[config.mk]
export PLATFORM = sky130hd
export DESIGN_NAME = case_folded_byte_hash_flat
export DESIGN_NICKNAME = d
export VERILOG_FILES = /design/src/hdl/chb_pkg.sv /design/src/hdl/chb_if.sv /design/src/hdl/case_folded_byte_hash.sv /design/src/hdl/chb_front.sv /design/src/hdl/chb_queue.sv /design/src/hdl/chb_back.sv /design/src/flat_wrapper.sv
export SDC_FILE = /design/constraint.sdc
export NUM_CORES = 2
export LEC_CHECK = 0
export ABC_CLOCK_PERIOD_IN_PS = 30900
export BUFFER_PORTS_ARGS = -buffer_cell sky130_fd_sc_hd__buf_2
export CORE_MARGIN = 3
export CORE_UTILIZATION = 65
export CTS_BUF_LIST = sky130_fd_sc_hd__clkbuf_16
export CTS_CLUSTER_DIAMETER = 120
export DETAILED_ROUTE_END_ITERATION = 10
export PLACE_DENSITY = 0.83
export SYNTH_ARGS = -nofsm -noshare
export SYNTH_HDL_FRONTEND = slang
export SYNTH_SLANG_ARGS = --single-unit
export TNS_END_PERCENT = 5
[constraint.sdc]
create_clock -name clk -period 30.9 [get_ports clk]
set_clock_uncertainty 0.2 [all_clocks]
set_input_delay 6.18 -clock clk [delete_from_list [all_inputs] [get_ports clk]]
set_output_delay 6.18 -clock clk [all_outputs]
set_load 0.01 [all_outputs]
[src/hdl/chb_pkg.sv]
// Package for the case-folded byte hash: lane and request types, constants,
// and the per-step mix/final functions used by the back module.
// No dependencies.
package chb_pkg;

	localparam logic [31:0] HASH_INIT   = 32'hdeadbeef;
	localparam logic [31:0] SEED_RESET  = 32'd42;
	localparam logic        FOLD_RESET  = 1'b1;
	localparam logic [3:0]  BLOCK_BYTES = 4'd12;
	localparam logic [2:0]  MIX_STEPS   = 3'd6;
	localparam int          FIN_STEPS   = 7;
	localparam int          QUEUE_DEPTH = 4;
	localparam int          QPTR_W      = 2;

	// register indexes (paddr[2])
	localparam logic REG_SEED = 1'b0;
	localparam logic REG_FOLD = 1'b1;

	typedef struct packed {
		logic [31:0] a;
		logic [31:0] b;
		logic [31:0] c;
	} lanes_t;

	// one request from front to back
	typedef struct packed {
		logic        init;   // new key, load start value
		logic [31:0] start;
		logic        add;    // a byte is taken
		logic [7:0]  data;
		logic [3:0]  pos;    // slot within the 12-byte block
		logic        trig;   // previous block is full: mix before adding
		logic        fin;    // last item, emit a hash
		logic        raw;    // no byte taken: emit lane c untouched
	} chb_op_t;

	function automatic logic [31:0] rotl(input logic [31:0] x, input int unsigned r);
		return (x << r) | (x >> (32 - r));
	endfunction

	function automatic lanes_t add_lanes(input lanes_t x, input lanes_t y);
		lanes_t r;
		r.a = x.a + y.a;
		r.b = x.b + y.b;
		r.c = x.c + y.c;
		return r;
	endfunction

	function automatic logic [7:0] fold_byte(input logic [7:0] d, input logic fold);
		if (fold && d >= 8'h41 && d <= 8'h5a)
			return d + 8'h20;
		return d;
	endfunction

	// place a byte into an empty byte slot of the pending words
	function automatic lanes_t insert_byte(input lanes_t l, input logic [7:0] d,
			input logic [3:0] pos);
		lanes_t      r;
		logic [31:0] w;
		r = l;
		w = 32'(d) << {pos[1:0], 3'b000};
		if (pos < 4'd4)
			r.a = l.a | w;
		else if (pos < 4'd8)
			r.b = l.b | w;
		else
			r.c = l.c | w;
		return r;
	endfunction

	// one of the six rounds of the block mix
	function automatic lanes_t mix_step(input lanes_t l, input logic [2:0] k);
		lanes_t r;
		r = l;
		case (k)
			3'd0: begin
				r.a = (l.a - l.c) ^ rotl(l.c, 4);
				r.c = l.c + l.b;
			end
			3'd1: begin
				r.b = (l.b - l.a) ^ rotl(l.a, 6);
				r.a = l.a + l.c;
			end
			3'd2: begin
				r.c = (l.c - l.b) ^ rotl(l.b, 8);
				r.b = l.b + l.a;
			end
			3'd3: begin
				r.a = (l.a - l.c) ^ rotl(l.c, 16);
				r.c = l.c + l.b;
			end
			3'd4: begin
				r.b = (l.b - l.a) ^ rotl(l.a, 19);
				r.a = l.a + l.c;
			end
			3'd5: begin
				r.c = (l.c - l.b) ^ rotl(l.b, 4);
				r.b = l.b + l.a;
			end
			default: r = l;
		endcase
		return r;
	endfunction

	// one of the seven rounds of the final avalanche
	function automatic lanes_t final_step(input lanes_t l, input logic [2:0] k);
		lanes_t r;
		r = l;
		case (k)
			3'd0: r.c = (l.c ^ l.b) - rotl(l.b, 14);
			3'd1: r.a = (l.a ^ l.c) - rotl(l.c, 11);
			3'd2: r.b = (l.b ^ l.a) - rotl(l.a, 25);
			3'd3: r.c = (l.c ^ l.b) - rotl(l.b, 16);
			3'd4: r.a = (l.a ^ l.c) - rotl(l.c, 4);
			3'd5: r.b = (l.b ^ l.a) - rotl(l.a, 14);
			3'd6: r.c = (l.c ^ l.b) - rotl(l.b, 24);
			default: r = l;
		endcase
		return r;
	endfunction

endpackage

[src/hdl/chb_if.sv]
// Valid/ready channel interfaces for key bytes in and hash results out.
// No dependencies.
interface chb_in_if;
	logic       valid;
	logic       ready;
	logic [7:0] data_byte;
	logic [8:0] key_length;
	logic       first_item;
	logic       last_item;

	modport source (output valid, data_byte, key_length, first_item, last_item,
		input ready);
	modport sink (input valid, data_byte, key_length, first_item, last_item,
		output ready);
endinterface

interface chb_out_if;
	logic        valid;
	logic        ready;
	logic [31:0] hash_value;

	modport source (output valid, hash_value, input ready);
	modport sink (input valid, hash_value, output ready);
endinterface

[src/hdl/case_folded_byte_hash.sv]
// Case-folded byte hash, top level: configuration registers, front end,
// request queue and back end. Uses chb_pkg, chb_if, chb_front, chb_queue, chb_back.
// Throughput: one byte per cycle unless the request queue is full; a block mix runs
// beside byte packing.
// A key that ends right after a mix waits for it; the mix round unit sets that.
// Reset: arst_n clears lanes, counters and valids at once; no clearing pass.
module case_folded_byte_hash import chb_pkg::*; #(
	parameter int MAX_KEY_BYTES = 511
) (
	input  logic        clk,
	input  logic        arst_n,
	chb_in_if.sink      key_in,
	chb_out_if.source   hash_out,
	input  logic        psel,
	input  logic        penable,
	input  logic        pwrite,
	input  logic [2:0]  paddr,
	input  logic [31:0] pwdata,
	output logic [31:0] prdata,
	output logic        pready
);

	logic [31:0] seed_q, base_q;
	logic        fold_q;
	logic        cfg_wr;

	chb_op_t front_op, head_op;
	logic    front_valid, q_not_full, head_valid, head_pop;

	assign pready = 1'b1;
	assign cfg_wr = psel && penable && pwrite && pready;

	always_ff @(posedge clk or negedge arst_n) begin
		if (!arst_n) begin
			seed_q <= SEED_RESET;
			base_q <= HASH_INIT + SEED_RESET;
			fold_q <= FOLD_RESET;
		end else if (cfg_wr) begin
			unique case (paddr[2])
				REG_SEED: begin
					seed_q <= pwdata;
					base_q <= HASH_INIT + pwdata;
				end
				REG_FOLD: fold_q <= pwdata[0];
			endcase
		end
	end

	always_comb begin
		unique case (paddr[2])
			REG_SEED: prdata = seed_q;
			REG_FOLD: prdata = {31'd0, fold_q};
		endcase
	end

	chb_front #(
		.MAX_KEY_BYTES(MAX_KEY_BYTES)
	) u_front (
		.clk       (clk),
		.arst_n    (arst_n),
		.key_in    (key_in),
		.seed_base (base_q),
		.fold_case (fold_q),
		.op        (front_op),
		.op_valid  (front_valid),
		.op_ready  (q_not_full)
	);

	chb_queue u_queue (
		.clk        (clk),
		.arst_n     (arst_n),
		.push_op    (front_op),
		.push       (front_valid),
		.not_full   (q_not_full),
		.head_op    (head_op),
		.head_valid (head_valid),
		.pop        (head_pop)
	);

	chb_back u_back (
		.clk      (clk),
		.arst_n   (arst_n),
		.op       (head_op),
		.op_valid (head_valid),
		.op_pop   (head_pop),
		.hash_out (hash_out)
	);

endmodule

[src/hdl/chb_front.sv]
// Front end: accepts key bytes, tracks block position and byte count,
// and turns each item into at most one request for the back end. Uses chb_pkg, chb_if.
module chb_front import chb_pkg::*; #(
	parameter int MAX_KEY_BYTES = 511
) (
	input  logic        clk,
	input  logic        arst_n,
	chb_in_if.sink      key_in,
	input  logic [31:0] seed_base,
	input  logic        fold_case,
	output chb_op_t     op,
	output logic        op_valid,
	input  logic        op_ready
);

	localparam int              CNT_W   = $clog2(MAX_KEY_BYTES + 1);
	localparam logic [CNT_W-1:0] MAX_CNT = CNT_W'(MAX_KEY_BYTES);
	localparam logic [31:0]     MAX_W   = 32'(MAX_KEY_BYTES);

	logic [CNT_W-1:0] taken_q, taken_cur, taken_n;
	logic [3:0]       pos_q, pos_cur, pos_inc, pos_n;
	logic             full_q, full_cur, full_n;
	logic [31:0]      len_w, len_lim;
	logic             skip, take, acc;

	assign key_in.ready = op_ready;
	assign acc = key_in.valid && op_ready;

	always_comb begin
		len_w   = 32'(key_in.key_length);
		len_lim = (len_w > MAX_W) ? MAX_W : len_w;

		taken_cur = key_in.first_item ? '0 : taken_q;
		pos_cur   = key_in.first_item ? '0 : pos_q;
		full_cur  = key_in.first_item ? 1'b0 : full_q;

		skip = key_in.first_item && (key_in.key_length == '0);
		take = !skip && (taken_cur < MAX_CNT);

		pos_inc = pos_cur + 4'd1;
		if (take) begin
			taken_n = taken_cur + CNT_W'(1);
			if (pos_inc == BLOCK_BYTES) begin
				pos_n  = '0;
				full_n = 1'b1;
			end else begin
				pos_n  = pos_inc;
				full_n = 1'b0;
			end
		end else begin
			taken_n = taken_cur;
			pos_n   = pos_cur;
			full_n  = full_cur;
		end

		op.init  = key_in.first_item;
		op.start = seed_base + len_lim;
		op.add   = take;
		op.data  = fold_byte(key_in.data_byte, fold_case);
		op.pos   = pos_cur;
		op.trig  = take && full_cur;
		op.fin   = key_in.last_item;
		op.raw   = (taken_n == '0);
	end

	// items that neither start, take a byte nor finish leave no request
	assign op_valid = key_in.valid && (key_in.first_item || take || key_in.last_item);

	always_ff @(posedge clk or negedge arst_n) begin
		if (!arst_n) begin
			taken_q <= '0;
			pos_q   <= '0;
			full_q  <= 1'b0;
		end else if (acc) begin
			taken_q <= taken_n;
			pos_q   <= pos_n;
			full_q  <= full_n;
		end
	end

endmodule

[src/hdl/chb_queue.sv]
// Small request queue between front and back end, register based.
// Uses chb_pkg.
module chb_queue import chb_pkg::*; (
	input  logic    clk,
	input  logic    arst_n,
	input  chb_op_t push_op,
	input  logic    push,
	output logic    not_full,
	output chb_op_t head_op,
	output logic    head_valid,
	input  logic    pop
);

	chb_op_t           ent_q [QUEUE_DEPTH];
	logic [QPTR_W-1:0] wr_ptr_q, rd_ptr_q;
	logic [QPTR_W:0]   cnt_q;
	logic              do_push, do_pop;

	assign not_full   = (cnt_q != (QPTR_W+1)'(QUEUE_DEPTH));
	assign head_valid = (cnt_q != '0);
	assign head_op    = ent_q[rd_ptr_q];
	assign do_push    = push && not_full;
	assign do_pop     = pop && head_valid;

	always_ff @(posedge clk) begin
		if (do_push)
			ent_q[wr_ptr_q] <= push_op;
	end

	always_ff @(posedge clk or negedge arst_n) begin
		if (!arst_n) begin
			wr_ptr_q <= '0;
			rd_ptr_q <= '0;
			cnt_q    <= '0;
		end else begin
			if (do_push)
				wr_ptr_q <= wr_ptr_q + QPTR_W'(1);
			if (do_pop)
				rd_ptr_q <= rd_ptr_q + QPTR_W'(1);
			if (do_push && !do_pop)
				cnt_q <= cnt_q + (QPTR_W+1)'(1);
			else if (do_pop && !do_push)
				cnt_q <= cnt_q - (QPTR_W+1)'(1);
		end
	end

endmodule

[src/hdl/chb_back.sv]
// Back end: holds the hash lanes, packs bytes, runs the six-round block mix
// one round per cycle and the final avalanche as an eight-stage pipeline.
// Uses chb_pkg, chb_if.
module chb_back import chb_pkg::*; (
	input  logic    clk,
	input  logic    arst_n,
	input  chb_op_t op,
	input  logic    op_valid,
	output logic    op_pop,
	chb_out_if.source hash_out
);

	localparam int FIN_STAGES = FIN_STEPS + 1;

	lanes_t      lanes_q, pend_q;
	logic [2:0]  mix_cnt_q;
	logic        part_q;
	lanes_t      fin_lanes_s [1:FIN_STAGES];
	logic        fin_raw_s   [1:FIN_STAGES];
	logic        fin_vld_s   [1:FIN_STAGES];
	logic        out_v_q;
	logic [31:0] out_hash_q;

	lanes_t start_l, base, pbase, pins, lanes_n, fin_in;
	logic   busy, adv, blocked, go, split, issue_fin;

	assign busy = (mix_cnt_q != '0);
	assign adv  = !out_v_q || hash_out.ready;

	always_comb begin
		start_l = '{a: op.start, b: op.start, c: op.start};
		base    = op.init ? start_l : lanes_q;
		pbase   = op.init ? '0 : pend_q;
		pins    = op.add ? insert_byte(op.trig ? '0 : pbase, op.data, op.pos) : pbase;
		lanes_n = op.trig ? add_lanes(base, pbase) : base;
		// a last byte that also starts a mix is done in two passes:
		// the byte first, the final once the mix is through
		fin_in  = add_lanes(part_q ? lanes_q : base, part_q ? pend_q : pins);

		if (part_q)
			blocked = busy || !adv;
		else
			blocked = (busy && (op.init || op.trig || op.fin)) ||
				(op.fin && !op.trig && !adv);
		go        = op_valid && !blocked;
		split     = !part_q && op.trig && op.fin;
		issue_fin = go && (part_q || (op.fin && !op.trig));
	end

	assign op_pop = go && !split;

	always_ff @(posedge clk or negedge arst_n) begin
		if (!arst_n) begin
			lanes_q   <= '0;
			pend_q    <= '0;
			mix_cnt_q <= '0;
			part_q    <= 1'b0;
		end else begin
			if (busy)
				lanes_q <= mix_step(lanes_q, MIX_STEPS - mix_cnt_q);
			else if (go && !part_q)
				lanes_q <= lanes_n;
			if (go && !part_q)
				pend_q <= pins;
			if (go && !part_q && op.trig)
				mix_cnt_q <= MIX_STEPS;
			else if (busy)
				mix_cnt_q <= mix_cnt_q - 3'd1;
			if (go && split)
				part_q <= 1'b1;
			else if (go && part_q)
				part_q <= 1'b0;
		end
	end

	// final avalanche pipeline, moves as a whole when the output slot frees
	always_ff @(posedge clk or negedge arst_n) begin
		if (!arst_n) begin
			for (int i = 1; i <= FIN_STAGES; i++)
				fin_vld_s[i] <= 1'b0;
			out_v_q <= 1'b0;
		end else if (adv) begin
			fin_vld_s[1] <= issue_fin;
			for (int i = 1; i < FIN_STAGES; i++)
				fin_vld_s[i+1] <= fin_vld_s[i];
			out_v_q <= fin_vld_s[FIN_STAGES];
		end
	end

	always_ff @(posedge clk) begin
		if (adv) begin
			fin_lanes_s[1] <= fin_in;
			fin_raw_s[1]   <= op.raw;
			for (int i = 1; i < FIN_STAGES; i++) begin
				fin_lanes_s[i+1] <= fin_raw_s[i] ? fin_lanes_s[i] :
					final_step(fin_lanes_s[i], 3'(i - 1));
				fin_raw_s[i+1]   <= fin_raw_s[i];
			end
			out_hash_q <= fin_lanes_s[FIN_STAGES].c;
		end
	end

	assign hash_out.valid      = out_v_q;
	assign hash_out.hash_value = out_hash_q;

endmodule

[src/flat_wrapper.sv]
// flat-port wrapper written by rule: the top's interface ports become plain ports
module case_folded_byte_hash_flat import chb_pkg::*;
#(
	parameter int MAX_KEY_BYTES = 511
)
  (clk, arst_n, psel, penable, pwrite, paddr, pwdata, prdata, pready, key_in_valid, key_in_data_byte, key_in_key_length, key_in_first_item, key_in_last_item, key_in_ready, hash_out_valid, hash_out_hash_value, hash_out_ready);
  chb_in_if key_in_i ();
  chb_out_if hash_out_i ();
  input  logic clk;
  input  logic arst_n;
  input  logic psel;
  input  logic penable;
  input  logic pwrite;
  input  logic [2:0] paddr;
  input  logic [31:0] pwdata;
  output logic [31:0] prdata;
  output logic pready;
  input wire logic [$bits(key_in_i.valid)-1:0] key_in_valid;
  input wire logic [$bits(key_in_i.data_byte)-1:0] key_in_data_byte;
  input wire logic [$bits(key_in_i.key_length)-1:0] key_in_key_length;
  input wire logic [$bits(key_in_i.first_item)-1:0] key_in_first_item;
  input wire logic [$bits(key_in_i.last_item)-1:0] key_in_last_item;
  output wire logic [$bits(key_in_i.ready)-1:0] key_in_ready;
  output wire logic [$bits(hash_out_i.valid)-1:0] hash_out_valid;
  output wire logic [$bits(hash_out_i.hash_value)-1:0] hash_out_hash_value;
  input wire logic [$bits(hash_out_i.ready)-1:0] hash_out_ready;
  assign key_in_i.valid = key_in_valid;
  assign key_in_i.data_byte = key_in_data_byte;
  assign key_in_i.key_length = key_in_key_length;
  assign key_in_i.first_item = key_in_first_item;
  assign key_in_i.last_item = key_in_last_item;
  assign key_in_ready = key_in_i.ready;
  assign hash_out_valid = hash_out_i.valid;
  assign hash_out_hash_value = hash_out_i.hash_value;
  assign hash_out_i.ready = hash_out_ready;
  case_folded_byte_hash #(.MAX_KEY_BYTES(MAX_KEY_BYTES)) u_core (.clk(clk), .arst_n(arst_n), .key_in(key_in_i), .hash_out(hash_out_i), .psel(psel), .penable(penable), .pwrite(pwrite), .paddr(paddr), .pwdata(pwdata), .prdata(prdata), .pready(pready));
endmodule
==> reports/metrics.sh <==
SYNTH-MAIN-FF-CELL='edfxtp_1'
PLACEMENTROWS=129
CTS_POST_SETUP_BUFFERS_INSERTED=0
ARRIVAL_PS=7270
SYNTH_WARNINGS=0
PLACEABLECOREAREA_SQ_UM=124300
SEQ_AREA_FRAC_SYNTH_PCT=42.26
DIE_AREA_SQ_UM=130100
GRT_PASS1_WL_UM=427300
MAX-CAP-VIOLATIONS=0
GP_CONGESTION=1.094
CP-START-KIND='input pin'
CTS_BUFFERS=131
PERIOD_MINUS_SLACK_PS=13650
PATH_MAX_FANOUT=35
SETUP-VIOLATIONS-FINAL=0
AREA_GROWTH_SYN_TO_LAYOUT_PCT=7.865
DR_TOTAL_VIAS=68630
TIGHTESTPINTRANSITION_PS=1333
VIA_PER_INST=6.730
YS_ASYNC_SR_FRACTION_PCT=24.29
GRT_ANTENNA_BEFORE_REPAIR=6
SYNTH_TOP_CELL_BY_AREA='edfxtp_1'
SYNTH_ENABLE_FLOP_CELLS=907
SYNTHTOPCELLSBYAREA='edfxtp_1, ha_1, dfrtp_1'
PIN_COUNT_OF_THE_BIGGEST_NET_ENTERING_GLOBAL_ROUTING=194
DIEHEIGHT_UM=360.6
FINALHOLDVIOLCOUNT=0
OUTCOME='completed'
RSZ0062_AT_GRT='false'
SYN-CELL-AREA_SQ_UM=81750
DESIGN.FINAL.NETS=9148
CLKSINKCOUNT=1198
CLK_ROOT_BUFFER_CELL='clkbuf_16'
TIMING.CRITICAL_PATH.REQUIRED_PS=24520
CLKTRANSATPATHREGS_PS=70
PLACEMENT.IO_BUFFERS=124
R2R_SETUP_SLACK_PS=22920
YOSYS_TOP_CELL_AREA_SHARE_PCT=33.31
FINALMAXSLEWVIOLATIONS=0
TIMING.HOLD.WORST.CLASS='flip-flop to flip-flop'
ROUTED_WL_UM=292600
DRT_ITER0_MARKERS=8140
GRT_UTIL_ALL_LAYERS_PCT=44.27
CLOCK_INSERTION_DELAY_WORST_SKEW_PS=800
CLOCK_PATH_BUFFERS=3
DIE_W_UM=360.6
DP_HPWL_UM=226400
SYNTH_SEQ_CELLS=1198
BOUNDARYPINS=128
ENDPOINT_KIND='output pin'
SETUP.WORST_PATH.CLASS='input pin to output pin'
LAYOUT_CELL_SHARE_WITH_DRIVE_STRENGTH_BEYOND_1_PCT=6.966
CTSHOLDBUFFERS=0
NETLIST-CELL-TYPE-COUNT=105
CTS.HTREE.LEVELS=4
FIRST_GLOBAL_VIAS=67660
DRC=0
WORST_R2R_PATH_DEPTH=21
CTS_TREE='yes'
NUMBER_OF_FILLER_CELLS_PLACED_IN_THE_LAYOUT=8898
MAX_FREQ_MHz=73.25
TOTALNEGATIVESETUPSLACK_PS=0
POSTROUTEANTENNANETS=0
SYNTHESIS.AREA_PER_INSTANCE_SQ_UM=9.683
FLOORPLAN.INITIALDENSITY_PCT=65.78
AVGROUTEDWIREPERCELL_UM=28.69
GLOBALROUTE.TOTALOVERFLOW=0
DETAILEDROUTE.FIRSTPASSITERATIONCOUNT=10
PERIOD_SHARE_PCT=44.18
WORST_HOLD_PATH.NUM_CELLS=0
SLEW-LIMIT-HEADROOM_PCT=10.17
CTS_RESIZED=0
SYNTHCELLS=8443
MAPPEDNETLISTNETS=9138
==> registers in the layout (all words and copies together), names as in the netlist <==
signal                             cells
u_core.base_q                         32
u_core.fold_q                          1
u_core.seed_q                         32
u_core.u_back.fin_lanes_s            672
u_core.u_back.fin_raw_s                7
u_core.u_back.fin_vld_s                8
u_core.u_back.hash_out.hash_value     32
u_core.u_back.hash_out.valid           1
u_core.u_back.lanes_q                 96
u_core.u_back.mix_cnt_q                3
u_core.u_back.part_q                   1
u_core.u_back.pend_q                  96
u_core.u_front.full_q                  1
u_core.u_front.pos_q                   4
u_core.u_front.taken_q                 9
u_core.u_queue.cnt_q                   3
u_core.u_queue.ent_q                 196
u_core.u_queue.rd_ptr_q                2
u_core.u_queue.wr_ptr_q                2
==> worst max-delay path: stages <==
cell	delay (ps)
buf_2	530
mux2_2	410
buf_2	140
==> cell families after synthesis <==
kind of cell / after synthesis / share of synthesized area [%]
multiplexers: 177 / 2.926
buffers and inverters: 831 / 3.866
AND/OR/NAND/NOR: 2237 / 12.57
flip-flops: 1198 / 42.26
other: 1 / 0.004587
AO/OA/AOI/OAI: 2534 / 19.58
XOR/XNOR: 831 / 8.903
adder cells (fa/ha/maj): 634 / 9.896
==> routing by layer <==
layer,track usage [%],vias to the layer above,routed length (um)
met3,9.478,1255,25870
met5,0,-,30
li1,-,30400,-
met1,47.58,32760,96870
met2,73.42,4213,136400
met4,40.27,4,33510
==> layout by cell type (no fill, tap or decap), types with 48 or more instances in the layout <==
| cell | instances |
|---|---|
| edfxtp_1 | 907 |
| nand2_1 | 881 |
| a21oi_1 | 658 |
| o21ai_0 | 645 |
| ha_1 | 611 |
| nor2_1 | 538 |
| inv_1 | 524 |
| xnor2_1 | 423 |
| xor2_1 | 408 |
| a21o_1 | 327 |
| dfrtp_1 | 263 |
| and2_1 | 159 |
| clkbuf_16 | 135 |
| buf_2 | 123 |
| nor3_1 | 121 |
| o211ai_1 | 115 |
| nor2b_1 | 107 |
| o21bai_1 | 107 |
| mux2i_1 | 103 |
| o21ai_1 | 103 |
| nand3_1 | 101 |
| nand2b_1 | 84 |
| buf_4 | 79 |
| o21a_1 | 77 |
| a31oi_1 | 60 |
| a22o_1 | 53 |
| and3_1 | 50 |
| a211oi_1 | 48 |
| o31ai_1 | 48 |
==> Yosys cell counts (28+ instances only) <==
| cell | n |
|---|---|
| and2_1 | 163 |
| o31ai_1 | 48 |
| o21ai_0 | 648 |
| a211oi_1 | 48 |
| o21a_1 | 77 |
| buf_1 | 28 |
| dfrtp_1 | 266 |
| a21o_1 | 327 |
| nand2b_1 | 85 |
| clkbuf_1 | 278 |
| nor2b_1 | 107 |
| a21oi_1 | 662 |
| ha_1 | 613 |
| xnor2_1 | 423 |
| o21ai_1 | 105 |
| nor3_1 | 121 |
| and3_1 | 50 |
| o21bai_1 | 107 |
| xor2_1 | 408 |
| mux4_2 | 47 |
| edfxtp_1 | 907 |
| nand2_1 | 883 |
| mux2i_1 | 104 |
| or3_1 | 32 |
| nand4_1 | 30 |
| a31oi_1 | 60 |
| inv_1 | 496 |
| a22o_1 | 53 |
| o211ai_1 | 115 |
| nor4_1 | 33 |
| nand3_1 | 101 |
| or2_2 | 30 |
| nor2_1 | 540 |
==> path summary, 6_finish.rpt <==
| check | start | endpoint |
|---|---|---|
| max | paddr[2] | prdata[0] |
| min | u_core.u_back.fin_lanes_s[6][26] | u_core.u_back.fin_lanes_s[7][26] |
| max reg2reg | u_core.u_queue.rd_ptr_q[0] | u_core.u_back.fin_lanes_s[1][94] |
| min reg2reg | u_core.u_back.fin_lanes_s[6][26] | u_core.u_back.fin_lanes_s[7][26] |
| max in group asynchronous | arst_n | u_core.u_queue.rd_ptr_q[0] |
| min in group asynchronous | arst_n | u_core.u_back.lanes_q[61] |
==> per-stage QoR <==
stage | hold slack (ps) | cell area (sq um) | util, % | setup slack, ps | cells
2_1_floorplan | 200.3 | 81750 | - | 9391 | 8443
3_3_place_gp | 200.6 | 83950 | 67.55 | 17320 | 9957
3_5_place_dp | 204.5 | 83950 | 67.55 | 17270 | 9957
4_1_cts | 191.1 | 88170 | 70.94 | 17260 | 10190
5_1_grt | 201.4 | 88170 | 70.94 | 17190 | 10190
6_report | 198.9 | 88180 | 70.95 | 17250 | 10200
==> layout make-up <==
type | instances | area, sq um | area share (%)
inverter | 503 | 1896 | 2.150
timing repair buffer | 205 | 1264 | 1.433
tap | 1637 | 2048 | 2.323
clock inverter | 101 | 840.8 | 0.9535
multi-input combinational | 6414 | 44190 | 50.11
sequential | 1198 | 34560 | 39.19
antenna | 5 | 12.51 | 0.01419
clock buffer | 135 | 3378 | 3.831
Power is left out: the tool's default activity adds up to more than one toggle a clock period on the data nets, which glitch-free logic cannot reach.
